File: src/hdl/tci_queue.sv
// Short queue between the fraction front end and the blend back end.
module tci_queue #(
  parameter int W     = 64,
  parameter int DEPTH = 4
) (
  input  logic                       clk,
  input  logic                       rst_n,
  input  logic                       push,
  input  logic [W-1:0]               push_data,
  input  logic                       pop,
  output logic                       pop_valid,
  output logic [W-1:0]               pop_data,
  output logic [$clog2(DEPTH+1)-1:0] count
);

  localparam int PW = $clog2(DEPTH);
  localparam int CW = $clog2(DEPTH + 1);

  logic [W-1:0]  mem_r [DEPTH];
  logic [PW-1:0] wr_ptr_r, wr_ptr_nxt;
  logic [PW-1:0] rd_ptr_r, rd_ptr_nxt;
  logic [CW-1:0] cnt_r, cnt_nxt;

  always_comb begin
    wr_ptr_nxt = wr_ptr_r;
    rd_ptr_nxt = rd_ptr_r;
    if (push) begin
      wr_ptr_nxt = (wr_ptr_r == PW'(DEPTH - 1)) ? '0 : wr_ptr_r + 1'b1;
    end
    if (pop) begin
      rd_ptr_nxt = (rd_ptr_r == PW'(DEPTH - 1)) ? '0 : rd_ptr_r + 1'b1;
    end
    cnt_nxt = cnt_r + CW'(push) - CW'(pop);
  end

  always_ff @(posedge clk) begin
    if (!rst_n) begin
      wr_ptr_r <= '0;
      rd_ptr_r <= '0;
      cnt_r    <= '0;
    end else begin
      wr_ptr_r <= wr_ptr_nxt;
      rd_ptr_r <= rd_ptr_nxt;
      cnt_r    <= cnt_nxt;
    end
  end

  always_ff @(posedge clk) begin
    if (push) begin
      mem_r[wr_ptr_r] <= push_data;
    end
  end

  assign pop_valid = (cnt_r != '0);
  assign pop_data  = mem_r[rd_ptr_r];
  assign count     = cnt_r;

  a_no_overflow: assert property (@(posedge clk) disable iff (!rst_n)
    (push && !pop) |-> (cnt_r < CW'(DEPTH)))
    else $error("queue written while full");

  a_no_underflow: assert property (@(posedge clk) disable iff (!rst_n)
    pop |-> (cnt_r != '0))
    else $error("queue read while empty");

endmodule

File: config.mk
export PLATFORM = sky130hd
export DESIGN_NAME = tci_queue
export DESIGN_NICKNAME = d
export VERILOG_FILES = /design/src/hdl/tci_queue.sv
export SDC_FILE = /design/constraint.sdc
export NUM_CORES = 1
export LEC_CHECK = 0
export BUFFER_PORTS_ARGS = -buffer_cell sky130_fd_sc_hd__buf_2
export CORE_AREA = 2 2 160 162
export CTS_BUF_LIST = sky130_fd_sc_hd__clkbuf_4
export DETAILED_ROUTE_END_ITERATION = 12
export DIE_AREA = 0 0 162 164
export PLACE_DENSITY = 0.66
export SLEW_MARGIN = 40
export SYNTH_ARGS = -nofsm -noshare
export SYNTH_HDL_FRONTEND = slang
export SYNTH_SLANG_ARGS = --single-unit
File: constraint.sdc
create_clock -name clk -period 5.95 [get_ports clk]
set_clock_uncertainty 0.05 [all_clocks]
set_input_delay 0.8925 -clock clk [delete_from_list [all_inputs] [get_ports clk]]
set_output_delay 0.8925 -clock clk [all_outputs]
set_load 0.005 [all_outputs]
-- Word-level counts from Yosys, hierarchy flattened
Memory sizes are Yosys's and may differ from the RTL's. A register that Yosys moved wholly into a read port is not among the register bits.
Index checks and enable logic that the tools add are counted.
- output and inout port bits: 68
- logic and storage cells: 17
- bits of input ports: 68
- register bits: 7
- memories kept: 1
- memory bits (writable): 256
- memory list (memory ; depth ; bits a word ; rd ports ; clocked after memory_dff ; write ports ; RTL line ; text):
    mem_r ; 4 ; 64 ; 1 ; 1 ; 1 ; 19 ; logic [W-1:0] mem_r [DEPTH];
- $add $sub $neg: 4
- multiplexer cells: 6
- reduce and logical (&&, ||, !) cells: 1
- equality and inequality tests: 2
- operators with widths (kind ; number):
    two-way mux 2 bit ; 4
    adder 2 x 1 -> 2 bit, second input constant ; 2
    equality test 2 bit, second input constant ; 2
    adder 3 x 1 -> 3 bit ; 1
    nonzero test 3 bit ; 1
    subtractor 3 x 1 -> 3 bit ; 1
    two-way mux 1 bit ; 2

-- Depth between registers and ports, before layout
Gate-level depths: netlist of run 1.
- word-level depth: 4
- depth in mapped cells: 8
- gate-level depth less buffers: 8

-- Worst setup path after synthesis of run 1
OpenSTA, ideal clock, no wires.
- kind: input-to-reg
- from: input push
- to: memory mem_r[0][0] (enable)
- stages on the path: 1
- library setup time: 0.429 ns
- setup slack: 3.072 ns
- data arrival time: 2.399 ns
- cells stage by stage: and2_1
- longest elaborated chain between the ends: 2
- ends and longest elaborated chain (what ; RTL line ; text):
    start, declared ; 8 ; input logic push,
    two-way mux 1 bit ; 49 ; if (push) begin
    two-way mux 1 bit (not written as such) ; 50 ; mem_r[wr_ptr_r] <= push_data;
    end, declared ; 19 ;
No other way between the ends.

==> metrics.txt, run 1 <==
Critical-path top delay cell mux4_1; post-synth cell types 19; first drt pass iteration count 4; largest net degree at the start of global routing 39; fin crit period ~3500 ps; Die W around 160 microns; Worst Path Buf+Inv 2; CP endpoint kind output pin; die area between 20,000 and 30,000 sq um; worst path arrival time between 2000 and 3000 ps; CP max stage delay approximately 620 ps; Vias between 4,000 and 5,000; Yosys warning total 0; Net count, final around 650; Fill cells roughly 2,100; gr ovfl total 0; GRT Util Overall 13.5%; clk slew on worst S/H paths 70 ps; Slew Viols, Final 0; DR WL/cell about 18 microns; Peak supply drop ~0.00019 V; crit-path cells buf_4 > mux4_1 > buf_2; H-tree lvl count 3; GP Congestion 0.679; starting DRC count in detailed routing 227; CP Launch Type flip-flop; crit path max fanout 27; # Max-Cap Violations 0; vias in the first global route 5,132; Post-DRT Antenna Nets 0; Num CTS Buffers 69; clock buffer depth 3; Fin Setup TNS 0 ps; final setup fails 0; Critical R2R Launch wr_ptr_r[0]; final hold violations 0; relative max-transition margin 61.9%; die extent in y approximately 160 microns; Final Cycle Share between 50 and 60%; layout cell share with drive strength beyond 1 50.6%; WP data required around 5000 ps; cell row count between 50 and 60; drt via density around 4.8; worst skew pair latency a little over 600 ps; Synthesized Nets between 400 and 500; initial antenna violation count 1; P per Cell Area between 300 and 400 nW/um^2; start point of the worst hold path push_data[27]; core outline area about 25,000 sq um; first-pass GRT wire length roughly 27,000 microns; FF+latch count, synth ~270; Root Driver clkbuf_4; area grow syn2layout 19.7%; Setup Fix Bufs, Post-CTS 0; CTS tree yes; mapped cell area 9760 sq um; leakage 4.04 nW; FMAX approximately 290 MHz; Synth top area share 78.8%; Clock Sink Count between 200 and 300; RSZ-0062 raised after global routing no; Tightest Pin Transition 571 ps; Mapped Avg Cell Area 25.9 sq um; cell taking the most area after synthesis edfxtp_1; total I/O pin count between 100 and 150; cts repair resizes 0; Synth Instances 376; Residual DRC 0; Initial Utilization between 30% and 40%; delay-heaviest family, CP buffers and inverters; hold crit path type in2reg; Seq/Total Area, Yosys approximately 81%; cts hold-fix bufs 0; synth top area cells edfxtp_1 (79%), mux4_2 (14%), dfxtp_1 (1.8%), buf_12 (1.2%), mux4_1 (1.1%); Overall Power approximately 4.0 mW; outcome completed; Worst Path Class, Setup reg2out; input/output buffers ~140; final WL 17,500 microns
==> registers in the layout, summed over array words and instances, names as in the netlist, named ones only <==
register / flops
count: 3
wr_ptr_r: 2
mem_r: 256
rd_ptr_r: 2
==> metrics by stage <==
step	worst slack (ps)	utilization (%)	hold WS, ps	instance area, sq um	cells
final	2500	47.1	425	11700	952
after global routing	2220	47.0	351	11700	951
after CTS	1950	47.0	344	11700	950
after detailed placement	2670	43.5	452	10800	833
after global placement	2680	43.1	432	10700	828
after floorplan	3070	-	426	9760	376
==> path summary, 6_finish.rpt <==
| path | slack [ps] | end | depth (start not counted) |
|---|---|---|---|
| worst max-delay path | 2500 | pop_data[59] | 3 |
| worst min-delay path | 420 | mem_r[3][27] | 1 |
| worst max register to register | 4120 | mem_r[3][39] | 3 |
| worst min register to register | 460 | flip-flop | 2 |
==> cell usage in the layout (no fill, tap or decap), types with 6 or more instances in the layout <==
master	instances
dfxtp_1	7
inv_1	6
clkinv_2	6
edfxtp_1	256
mux4_2	60
buf_12	6
buf_2	135
clkinv_1	13
ha_1	7
clkbuf_4	94
==> synthesized netlist by cell type (all sizes together) <==
cell / count
edfxtp: 256
mux4: 64
buf: 13
dfxtp: 9
ha: 7
inv: 6
and2: 5
nor2: 4
a21oi: 2
mux2i: 2
nand2b: 2
or3b: 2
clkbuf: 1
fa: 1
or3: 1
xnor3: 1
==> kinds of logic (layout without fill, tap and decap cells) <==
group | after synthesis | in the layout | share of synthesized area [%]
flops | 265 | 265 | 80.6
mux | 66 | 66 | 15.1
buf+inv | 20 | 265 | 1.94
simple gates | 14 | 14 | 0.846
fa+ha+maj | 8 | 8 | 1.10
compound gates | 2 | 2 | 0.103
xor+xnor | 1 | 1 | 0.231
other cells | 0 | 1 | 0
==> layer usage <==
metal	wire (microns)	GRT usage, %
met1	6950	15.9
met2	8970	22.6
met3	1350	5.45
met4	274	4.99
met5	0	0
==> area by class of cell <==
type | instances | area [sq um] | area share (%)
Clock buffer | 94 | 706 | 6.04
Timing Repair Buffer | 142 | 803 | 6.88
Clock inverter | 23 | 146 | 1.25
Tap cell | 330 | 413 | 3.54
Sequential cell | 265 | 7880 | 67.4
Inverter | 6 | 22.5 | 0.193
Multi-Input combinational cell | 91 | 1710 | 14.6
Antenna cell | 1 | 2.50 | 0.0214
==> where the power goes <==
| part | internal (mW) | switching [mW] |
|---|---|---|
| clock | 0.820 | 0.688 |
| sequential | 2.13 | 0.0346 |
| combinational | 0.170 | 0.148 |
| total | 3.12 | 0.870 |
No activity file was read; power rests on OpenSTA's default activity.
==> run 2, diff against run 1 <==
Clock period 5.95 ns to 3.4 ns, I/O delays scaled along.
==> metrics.txt, run 2 (synthesis results as in run 1) <==
outcome completed; Tightest Pin Transition 490 ps (-81.7 ps); Final Cell Area 12,300 sq um (+5.6%); Peak supply drop 0.000292 V (+52%); commonest cells after routing, fill and taps aside edfxtp_1 (256), buf_2 (135), clkbuf_4 (99); CP Launch Type flip-flop; Worst Path Class, Setup reg2out; GRT Util Overall 13.9% (+0.32 points); first-pass GRT wire length 28,000 microns (+2.8%); WHS 90.6 ps (-334 ps); crit path max fanout 22 (-19%); final non-filler cell total 1,011 (+6.2%); Fin Setup TNS 0 ps (unchanged); Clock Sink Count 265 (unchanged); Die W 162 microns (unchanged); vias in the first global route 5,384 (+4.9%); die extent in y 164 microns (unchanged); fin crit period 2890 ps; DR WL/cell 17.6 microns (-4.2%); clk slew on worst S/H paths 60 ps (about the same); gr ovfl total 0 (unchanged); cell row count 58 (unchanged); FMAX ~350 MHz; Post-DRT Antenna Nets 0 (unchanged); setup ws final 512 ps (-1990 ps); drt via density 4.78 (-0.51%); placed inst area 10,900 sq um (+0.44%); Largest register FFs 256 (unchanged); core outline area 24,800 sq um (unchanged); initial antenna violation count 0 (-1); first drt pass iteration count 4 (unchanged); commonest non-fill, non-tap cell in the layout edfxtp_1; Root Driver clkbuf_4; GP Congestion 0.674 (-0.78%); leakage 4.31 nW (+6.7%); starting DRC count in detailed routing 233 (+2.6%); worst path arrival time 2330 ps (-180 ps); final WL 17,800 microns (+1.7%); CTS tree yes; die area 26,600 sq um (unchanged); Vias 4,835 (+5.7%); DP Worst Slack 1090 ps (-1580 ps); final hold violations 0 (unchanged); post-DP HPWL between 10,000 and 15,000 microns; dpl cells 836 (+0.36%); Setup Fix Bufs, Post-CTS 0 (unchanged); Final Cycle Share between 80% and 90%; largest net degree at the start of global routing 37 (-5.1%); P per Cell Area 579 nW/um^2 (+70%); ANT cells 0 (-1); input/output buffers 135 (unchanged); Initial Utilization 39.3% (unchanged); final setup fails 0 (unchanged); Residual DRC 0 (unchanged); Num CTS Buffers 68 (-1.4%); relative max-transition margin 67.4% (+5.4 points); CP endpoint kind output pin; Slew Viols, Final 0 (unchanged); layout cell share with drive strength beyond 1 46.4% (-4.2 points); Net count, final 711 (+9.2%); RSZ-0062 raised after global routing no; total I/O pin count 136 (unchanged); worst skew pair latency 620 ps (about the same); H-tree lvl count 3 (unchanged); hold crit path type in2reg; WP data required 2840 ps (-2170 ps); clock buffer depth 3 (unchanged); area grow syn2layout 26.4%; largest register by flop count mem_r; # Max-Cap Violations 0 (unchanged)
[run 2: area by class of cell]
type                    instances  area (sq um)
inverters                       6          22.5
multi-input cells              91          1710
clock buffers                  99           743
repair buffers                203          1420
fillers                      2090         12500
well taps                     330           413
flip-flops and latches        265          7880
clock inverters                17           144
[run 2: worst paths after layout]
| check | to | depth (start not counted) | slack [ps] | startpoint |
|---|---|---|---|---|
| max | pop_data[59] | 3 | 510 | flip-flop |
| min | mem_r[0][1] | 1 | 90 | push_data[1] |
| max reg2reg | mem_r[3][7] | 3 | 1610 | wr_ptr_r[0] |
| min reg2reg | flip-flop | 2 | 460 | rd_ptr_r[0] |
[run 2: layer usage]
| layer | vias up | global-route usage (%) | part of all wire, % |
|---|---|---|---|
| li1 | 2175 | - | - |
| met1 | 2478 | 15.8 | 40 |
| met2 | 153 | 23.7 | 52 |
| met3 | 29 | 5.03 | 6.4 |
| met4 | 0 | 5.99 | 2.1 |
| met5 | - | 0 | 0 |
[run 2: worst max-delay path, stage by stage (launching register included)]
cell and delay [ps]:
dfxtp_4 640, buf_4 330, mux4_1 580, buf_2 140
[run 2: where the power goes]
| group | switching [mW] | internal [mW] | leakage (nW) | total (mW) |
|---|---|---|---|---|
| Clock | 1.17 | 1.56 | 0.525 | 2.73 |
| Sequential | 0.0622 | 3.73 | 2.43 | 3.79 |
| Combinational | 0.273 | 0.345 | 1.36 | 0.619 |
| Total | 1.51 | 5.63 | 4.31 | 7.14 |
[run 2: metrics by stage]
stage / utilization (%) / power [mW]
floorplan: - / 4.17
global placement: 43.2 / 4.40
detailed placement: 43.7 / 4.44
CTS: 49.6 / 7.26
global route: 49.7 / 7.51
finish: 49.7 / 7.14
[run 2: timing repair]
item                       CTS  global route
hold buffers                57             2
setup endpoints to repair    0             0
resized for setup            0             0
hold endpoints to repair   219             8
