## src/hdl/tci_pkg.sv

```systemverilog
// Shared constants and register codes for the trilinear cell interpolator.
package tci_pkg;

  localparam int INDEX_WIDTH    = 6;
  localparam int OFFSET_WIDTH   = 18;
  localparam int CFG_DATA_WIDTH = 7;
  localparam int CFG_ADDR_WIDTH = 2;
  localparam int CORNER_COUNT   = 8;
  localparam int AXIS_COUNT     = 3;
  localparam int BITS_PER_STAGE = 4;
  localparam int BACK_STAGES    = 6;

  localparam int RESET_XZ_SIZE = 4;
  localparam int RESET_Y_SIZE  = 8;

  // Axis lanes in the fraction unit
  localparam int AXIS_Y = 0;
  localparam int AXIS_X = 1;
  localparam int AXIS_Z = 2;

  typedef enum logic [CFG_ADDR_WIDTH-1:0] {
    REG_XZ_SIZE = 2'd0,
    REG_Y_SIZE  = 2'd1
  } cfg_reg_t;

endpackage

```

## src/hdl/tci_front.sv

```systemverilog
// Front end: fraction divider pipeline and flat offset computation.
module tci_front #(
  parameter int VALUE_WIDTH = 32,
  parameter int FRAC_WIDTH  = 16,
  parameter int SIZE_W      = 7,
  parameter int ITEM_W      = 8 * 32 + 3 * 16 + 18
) (
  input  logic                                               clk,
  input  logic                                               rst_n,
  input  logic                                               in_fire,
  input  logic [tci_pkg::CORNER_COUNT*VALUE_WIDTH-1:0]       corners,
  input  logic [tci_pkg::INDEX_WIDTH-1:0]                    y_index,
  input  logic [tci_pkg::INDEX_WIDTH-1:0]                    x_index,
  input  logic [tci_pkg::INDEX_WIDTH-1:0]                    z_index,
  input  logic [SIZE_W-1:0]                                  xz_size,
  input  logic [SIZE_W-1:0]                                  y_size,
  input  logic [2*SIZE_W-1:0]                                cell_area,
  output logic                                               item_valid,
  output logic [ITEM_W-1:0]                                  item_data
);

  localparam int DS     = (FRAC_WIDTH + tci_pkg::BITS_PER_STAGE - 1) / tci_pkg::BITS_PER_STAGE;
  localparam int CW     = tci_pkg::CORNER_COUNT * VALUE_WIDTH;
  localparam int CMP_W  = ((SIZE_W > tci_pkg::INDEX_WIDTH) ? SIZE_W : tci_pkg::INDEX_WIDTH) + 1;
  localparam int OFF_RW = tci_pkg::INDEX_WIDTH + 2 * SIZE_W + 2;
  localparam int OFF_W  = (OFF_RW > tci_pkg::OFFSET_WIDTH) ? OFF_RW : tci_pkg::OFFSET_WIDTH;

  logic [DS-1:0]                        vld_r;
  logic [SIZE_W-1:0]                    rem_r   [DS][tci_pkg::AXIS_COUNT];
  logic [FRAC_WIDTH-1:0]                quo_r   [DS][tci_pkg::AXIS_COUNT];
  logic [SIZE_W-1:0]                    rem_nxt [DS][tci_pkg::AXIS_COUNT];
  logic [FRAC_WIDTH-1:0]                quo_nxt [DS][tci_pkg::AXIS_COUNT];
  logic [tci_pkg::AXIS_COUNT-1:0]       sat_r   [DS];
  logic [CW-1:0]                        crn_r   [DS];
  logic [tci_pkg::OFFSET_WIDTH-1:0]     off_r   [DS];

  logic [tci_pkg::INDEX_WIDTH-1:0]      idx  [tci_pkg::AXIS_COUNT];
  logic [SIZE_W-1:0]                    size [tci_pkg::AXIS_COUNT];
  logic [tci_pkg::AXIS_COUNT-1:0]       sat_in;
  logic [OFF_W-1:0]                     off_full;

  assign idx[tci_pkg::AXIS_Y]  = y_index;
  assign idx[tci_pkg::AXIS_X]  = x_index;
  assign idx[tci_pkg::AXIS_Z]  = z_index;
  assign size[tci_pkg::AXIS_Y] = y_size;
  assign size[tci_pkg::AXIS_X] = xz_size;
  assign size[tci_pkg::AXIS_Z] = xz_size;

  // One restoring division step: returns {quotient bit, new remainder}.
  function automatic logic [SIZE_W:0] div_step(input logic [SIZE_W-1:0] rem,
                                               input logic [SIZE_W-1:0] dsr);
    logic [SIZE_W:0] sh;
    logic            ge;
    logic [SIZE_W:0] nr;
    sh = {rem, 1'b0};
    ge = (sh >= {1'b0, dsr});
    nr = ge ? (sh - {1'b0, dsr}) : sh;
    return {ge, nr[SIZE_W-1:0]};
  endfunction

  always_comb begin
    for (int l = 0; l < tci_pkg::AXIS_COUNT; l++) begin
      sat_in[l] = (CMP_W'(idx[l]) >= CMP_W'(size[l]));
    end
    off_full = OFF_W'(y_index) * OFF_W'(cell_area) + OFF_W'(x_index) * OFF_W'(xz_size)
             + OFF_W'(z_index);
  end

  for (genvar s = 0; s < DS; s++) begin : g_stage
    always_comb begin
      logic [SIZE_W-1:0]     r;
      logic [FRAC_WIDTH-1:0] q;
      logic [SIZE_W:0]       st;
      for (int l = 0; l < tci_pkg::AXIS_COUNT; l++) begin
        if (s == 0) begin
          r = SIZE_W'(idx[l]);
          q = '0;
        end else begin
          r = rem_r[(s == 0) ? 0 : s-1][l];
          q = quo_r[(s == 0) ? 0 : s-1][l];
        end
        for (int j = 0; j < tci_pkg::BITS_PER_STAGE; j++) begin
          if (s * tci_pkg::BITS_PER_STAGE + j < FRAC_WIDTH) begin
            st = div_step(r, size[l]);
            r  = st[SIZE_W-1:0];
            q  = {q[FRAC_WIDTH-2:0], st[SIZE_W]};
          end
        end
        rem_nxt[s][l] = r;
        quo_nxt[s][l] = q;
      end
    end

    always_ff @(posedge clk) begin
      if (!rst_n) begin
        vld_r[s] <= 1'b0;
      end else begin
        vld_r[s] <= (s == 0) ? in_fire : vld_r[(s == 0) ? 0 : s-1];
      end
    end

    always_ff @(posedge clk) begin
      for (int l = 0; l < tci_pkg::AXIS_COUNT; l++) begin
        rem_r[s][l] <= rem_nxt[s][l];
        quo_r[s][l] <= quo_nxt[s][l];
      end
      if (s == 0) begin
        sat_r[s] <= sat_in;
        crn_r[s] <= corners;
        off_r[s] <= off_full[tci_pkg::OFFSET_WIDTH-1:0];
      end else begin
        sat_r[s] <= sat_r[(s == 0) ? 0 : s-1];
        crn_r[s] <= crn_r[(s == 0) ? 0 : s-1];
        off_r[s] <= off_r[(s == 0) ? 0 : s-1];
      end
    end
  end

  // An index at or past the cell size saturates just below one
  logic [FRAC_WIDTH-1:0] frac [tci_pkg::AXIS_COUNT];
  always_comb begin
    for (int l = 0; l < tci_pkg::AXIS_COUNT; l++) begin
      frac[l] = sat_r[DS-1][l] ? {FRAC_WIDTH{1'b1}} : quo_r[DS-1][l];
    end
  end

  assign item_valid = vld_r[DS-1];
  assign item_data  = {off_r[DS-1], frac[tci_pkg::AXIS_Z], frac[tci_pkg::AXIS_X],
                       frac[tci_pkg::AXIS_Y], crn_r[DS-1]};

endmodule

```

## config.mk

```make
export PLATFORM = sky130hd
export DESIGN_NAME = tci_front
export DESIGN_NICKNAME = d
export VERILOG_FILES = /design/src/hdl/tci_pkg.sv /design/src/hdl/tci_front.sv
export SDC_FILE = /design/constraint.sdc
export NUM_CORES = 2
export LEC_CHECK = 0
export ABC_AREA = 1
export BUFFER_PORTS_ARGS = -buffer_cell sky130_fd_sc_hd__buf_2
export CAP_MARGIN = 15
export CORE_UTILIZATION = 45
export DETAILED_ROUTE_END_ITERATION = 8
export MAX_ROUTING_LAYER = met4
export PLACE_DENSITY = 0.74
export SYNTH_ARGS = -nofsm -noshare
export SYNTH_HDL_FRONTEND = slang
export SYNTH_SLANG_ARGS = --single-unit
```

## constraint.sdc

```tcl
create_clock -name clk -period 8.8 [get_ports clk]
set_clock_uncertainty 0.1 [all_clocks]
set_input_delay 2.2 -clock clk [delete_from_list [all_inputs] [get_ports clk]]
set_output_delay 2.2 -clock clk [all_outputs]
set_load 0.01 [all_outputs]
```

* After elaboration in Yosys (flattened, before gate mapping)
Memory sizes are Yosys's and may differ from the RTL's.
Cells that the tools add are included.
** Storage, ports and cells
- Bits in registers :: 4
- Output and inout bits :: 323
- Memory bits (read-only) :: 0
- Memories kept :: 5
- Bits in writable memories :: 1384
- Bits of input ports :: 305
- Bits in latches :: 0
** Operators by class
- Equality and inequality tests :: 0
- Muxes and demuxes :: 51
- Reductions and logical operators :: 0
- Shift operators :: 0
- Add/subtract/negate cells :: 50
- Divide/modulo/power cells :: 0
- Bitwise operators :: 0
- Multipliers :: 2
- Magnitude comparators :: 51
** Memories
- crn_r :: words 4, bits a word 256, rd ports 4, clocked after memory_dff 0, wr ports 4, line tci_front.sv:34 : logic [CW-1:0] crn_r [DS];
- quo_r :: words 4, bits a word 48, rd ports 4, clocked after memory_dff 0, wr ports 4, line tci_front.sv:30 : logic [FRAC_WIDTH-1:0] quo_r [DS][tci_pkg::AXIS_COUNT];
- rem_r :: words 4, bits a word 21, rd ports 3, clocked after memory_dff 0, wr ports 4, line tci_front.sv:29 : logic [SIZE_W-1:0] rem_r [DS][tci_pkg::AXIS_COUNT];
- off_r :: words 4, bits a word 18, rd ports 4, clocked after memory_dff 0, wr ports 4, line tci_front.sv:35 : logic [tci_pkg::OFFSET_WIDTH-1:0] off_r [DS];
- sat_r :: words 4, bits a word 3, rd ports 4, clocked after memory_dff 0, wr ports 4, line tci_front.sv:33 : logic [tci_pkg::AXIS_COUNT-1:0] sat_r [DS];
** Operators by type and width (number)
- $ge A8 B7 Y1 :: 45
- $mux W7 :: 48
- $sub A7 B7 Y7 :: 48
- $mux W16 :: 3
- $ge A6 B7 Y1 :: 3
- $ge A7 B7 Y1 :: 3
- $add A18 B13 Y18 :: 1
- $add A18 B6 Y18 :: 1
- $mul A6 B14 Y18 :: 1
- $mul A6 B7 Y13 :: 1

* Longest topological paths before layout
An unclocked memory read counts as a cell.
- Depth after elaboration :: 9
- Mapped depth :: 48
- Depth with buffers taken out :: 45

* Worst setup path before layout
Ideal clock, no wire load.
- Path type :: input port to flip-flop
- Start :: input xz_size[6]
- End :: memory rem_r[0][1] (netlist name)
- Required time :: 8.642 ns
- Path slack :: 0.656 ns
- Path buffers :: 3
- Stages :: 42
- Arrival :: 7.986 ns
- Cells stage by stage :: clkbuf_1 -> inv_1 -> ha_1 -> nand2_1 -> inv_1 -> nand2_1 -> nand2_1 -> nor2_1 -> nand2_1 -> buf_6 -> o21ai_0 -> inv_1 -> ha_1 -> nand2_1 -> o21ai_2 -> nand2_1 -> nand2_1 -> nand2_1 -> [... 6 more ...] -> nand2_1 -> nand3b_1 -> a21oi_1 -> nand2_1 -> nor2_2 -> buf_6 -> nor2_1 -> ha_1 -> or2_1 -> nand3_1 -> nand2_1 -> a21oi_1 -> o21bai_1 -> a21oi_1 -> nand2_1 -> nor2_4 -> nand2_1 -> nand2_1
** RTL lines
- from (decl) :: line tci_front.sv:15 : input logic [SIZE_W-1:0] xz_size,
- to (decl) :: line tci_front.sv:29

==> results.ini <==
[routing]
first_pass_iters=6
ant_nets=0
via_per_inst=4.65
via_count=32137
drc=0
drtIter0Drc=1649
routed_wirelength_um=102000
wire_per_inst_um=14.7

[synthesis]
yosys.area_share.simple_pct=15.4
syn_area_per_cell_um2=10.1
synth_area_leaders=dfxtp_1, ha_1, nand2_1
synth-seq-cells=1295
synth_edf_count=0
ys_warn_count=0
synthXorXnorAreaFrac_pct=4.34
async_reset_ff_share_pct=0
yosys-top-cells-count=dfxtp_1, nand2_1, inv_1, ha_1, nand3_1
syn_area_um2=47100
synth_compound_area_share_pct=5.26
ys.flop_type=dfxtp_1
yosysSeqAreaShare_pct=55.1
synth_top_family_by_area=simple AND/OR/NAND/NOR gates
yosysMostFrequentCell=dfxtp_1
syn_nets=5481
yosysTopAreaCell=dfxtp_1
ys_types=48
synthAdderAreaFrac_pct=14.8
synthCells=4681
synth_top_area_share_pct=55.1
muxShareOfSynthArea_pct=0

[floorplanning]
num_rows=118
core_um2=104000
die_x_um=325
ios=628
initial_utilization_pct=45.4
die_h_um=325
die-area_um2=106000

[setup_path]
cp_common_cell=nand2_1
start_kind=input port
cp_data_required_time_ns=9.33
path_class=in2reg
end_kind=register
critPathArrivalTime_ns=8.60
worstSetupStartpoint=y_size[5]
slowest_delay_ns=0.35
slowest_stage=ha_1
crit_fanout=13
r2r_start=rem_r[0][14]

[timing]
slew_violations=0
tns_ns=0
rsz0062_at_grt=no
fmax_ghz=0.124
finalCriticalPeriod_ns=8.07
finalCritPeriodShare_pct=91.7
worst_pin_slew_ns=0.592
final-hold-violation-count=0
setup_viol=0
slew_headroom_pct=60.5

[global_routing]
antenna_found_initial=9
grt_pass1_wl_um=160000
grt_pass1_vias=31426
gr-usage-all-layers_pct=19.4
grt_max_degree=30
gr-total-overflow=0

[clock_network]
clock_latency_ns=0.69
h-tree-depth=3
clkTransAtPathRegs_ns=0.06
clockBufferDepth=3
postCtsSetupRepairBufs=0
cts_inserted_buffers=116
cts_resized=0
cts_root_buf=clkbuf_16
cts_hold_buf=0
cts_tree=built
cts_sinks=1295

[cells_and_area]
layout.nets=6235
drive_gt1_share_pct=19.4
nFillCells=8962
syn_to_final_growth_pct=19.3
regArea_um2=25900
multi_input_area_um2=18800

[worst_hold_path]
hold_path.startpoint=quo_r[2][8]
min_path_type=reg2reg

[run_status]
status=completed

[job]
maxCapViolCount=0

[placed_design]
place_hpwl_um=76300
portBuffers=627
gp_congestion=0.904

==> layer usage <==
metal,wire length [µm],part of all wire [%],global-route usage [%]
met5,0,0,-
met4,2600,2.6,6.16
met3,4990,4.9,3.65
met2,50800,50,33.5
met1,43300,43,22.5
==> sequential cells by signal (all words and copies together) (netlist names) <==
register,count
sat_r,12
item_valid,1
vld_r,3
quo_r,120
off_r,72
rem_r,63
crn_r,1024
==> critical path, delay by kind of cell <==
kind | cells | cell delay, ns
AND/OR/NAND/NOR | 22 | 2.79
adder cells (fa/ha/maj) | 4 | 1.30
AO/OA/AOI/OAI | 10 | 1.48
buffers and inverters | 6 | 0.82
==> final timing paths <==
check | slack, ns | cells after the start | endpoint
min | 0.19 | 0 | quo_r[3][12]
min reg2reg | 0.19 | 0 | quo_r[3][12]
max | 0.73 | 42 | rem_r[0][16]
max reg2reg | 2.23 | 38 | rem_r[0][38]
==> per-stage QoR <==
stage	setup slack, ns	area (µm²)	hold slack [ns]	cells	util [%]
after global placement	0.0365	52100	0.210	6697	50.3
after detailed placement	0.0467	52100	0.212	6697	50.3
after floorplan	0.656	47100	0.210	4681	-
after CTS	0.752	56100	0.181	6909	54.2
after global routing	0.0492	56200	0.192	6916	54.2
final	0.733	56200	0.185	6917	54.2
==> placed cells by master, fill, tap and decap left out, types with 10 or more instances in the layout <==
| master | Yosys | routed |
|---|---|---|
| clkbuf_8 | 0 | 22 |
| inv_2 | 16 | 16 |
| nand3b_1 | 12 | 12 |
| buf_4 | 5 | 55 |
| or2_2 | 64 | 64 |
| nand3_2 | 20 | 21 |
| clkbuf_1 | 14 | 16 |
| inv_1 | 532 | 532 |
| nor2_1 | 147 | 147 |
| nand4_1 | 45 | 45 |
| o21a_1 | 11 | 11 |
| nand3_4 | 10 | 10 |
| a21o_1 | 17 | 17 |
| nand2_2 | 26 | 26 |
| ha_1 | 390 | 390 |
| or2_1 | 11 | 11 |
| xor2_1 | 152 | 152 |
| o21ai_2 | 14 | 14 |
| o21ai_0 | 94 | 94 |
| a21oi_2 | 13 | 13 |
| buf_2 | 17 | 626 |
| o21bai_1 | 23 | 23 |
| clkinv_2 | 0 | 20 |
| a31oi_1 | 27 | 27 |
| bufinv_16 | 0 | 10 |
| dfxtp_1 | 1295 | 1295 |
| xnor2_1 | 81 | 81 |
| a21oi_1 | 212 | 212 |
| clkbuf_16 | 0 | 116 |
| nor2_2 | 15 | 15 |
| o21ai_1 | 20 | 20 |
| nand3_1 | 223 | 222 |
| nand2_1 | 1020 | 1020 |
| fa_1 | 105 | 105 |
==> layout make-up <==
cell class | count | area share [%]
flip-flops and latches | 1295 | 46.2
well taps | 1380 | 3.07
clock inverters | 58 | 1.39
clock buffers | 154 | 5.82
multi-input cells | 2788 | 33.4
inverters | 551 | 3.70
diodes | 8 | 0.0357
repair buffers | 683 | 6.39
==> kinds of logic after synthesis <==
kind of cell               count (synthesis)
buffers and inverters                    598
DFF                                     1295
xor gates and xnor gates                 233
and+or+nand+nor                         1623
AOI/OAI and AO/OA                        437
adders and majority gates                495
Power is not shown: default switching activity piles up to over one toggle a cycle in this logic, so the estimate is an artifact.
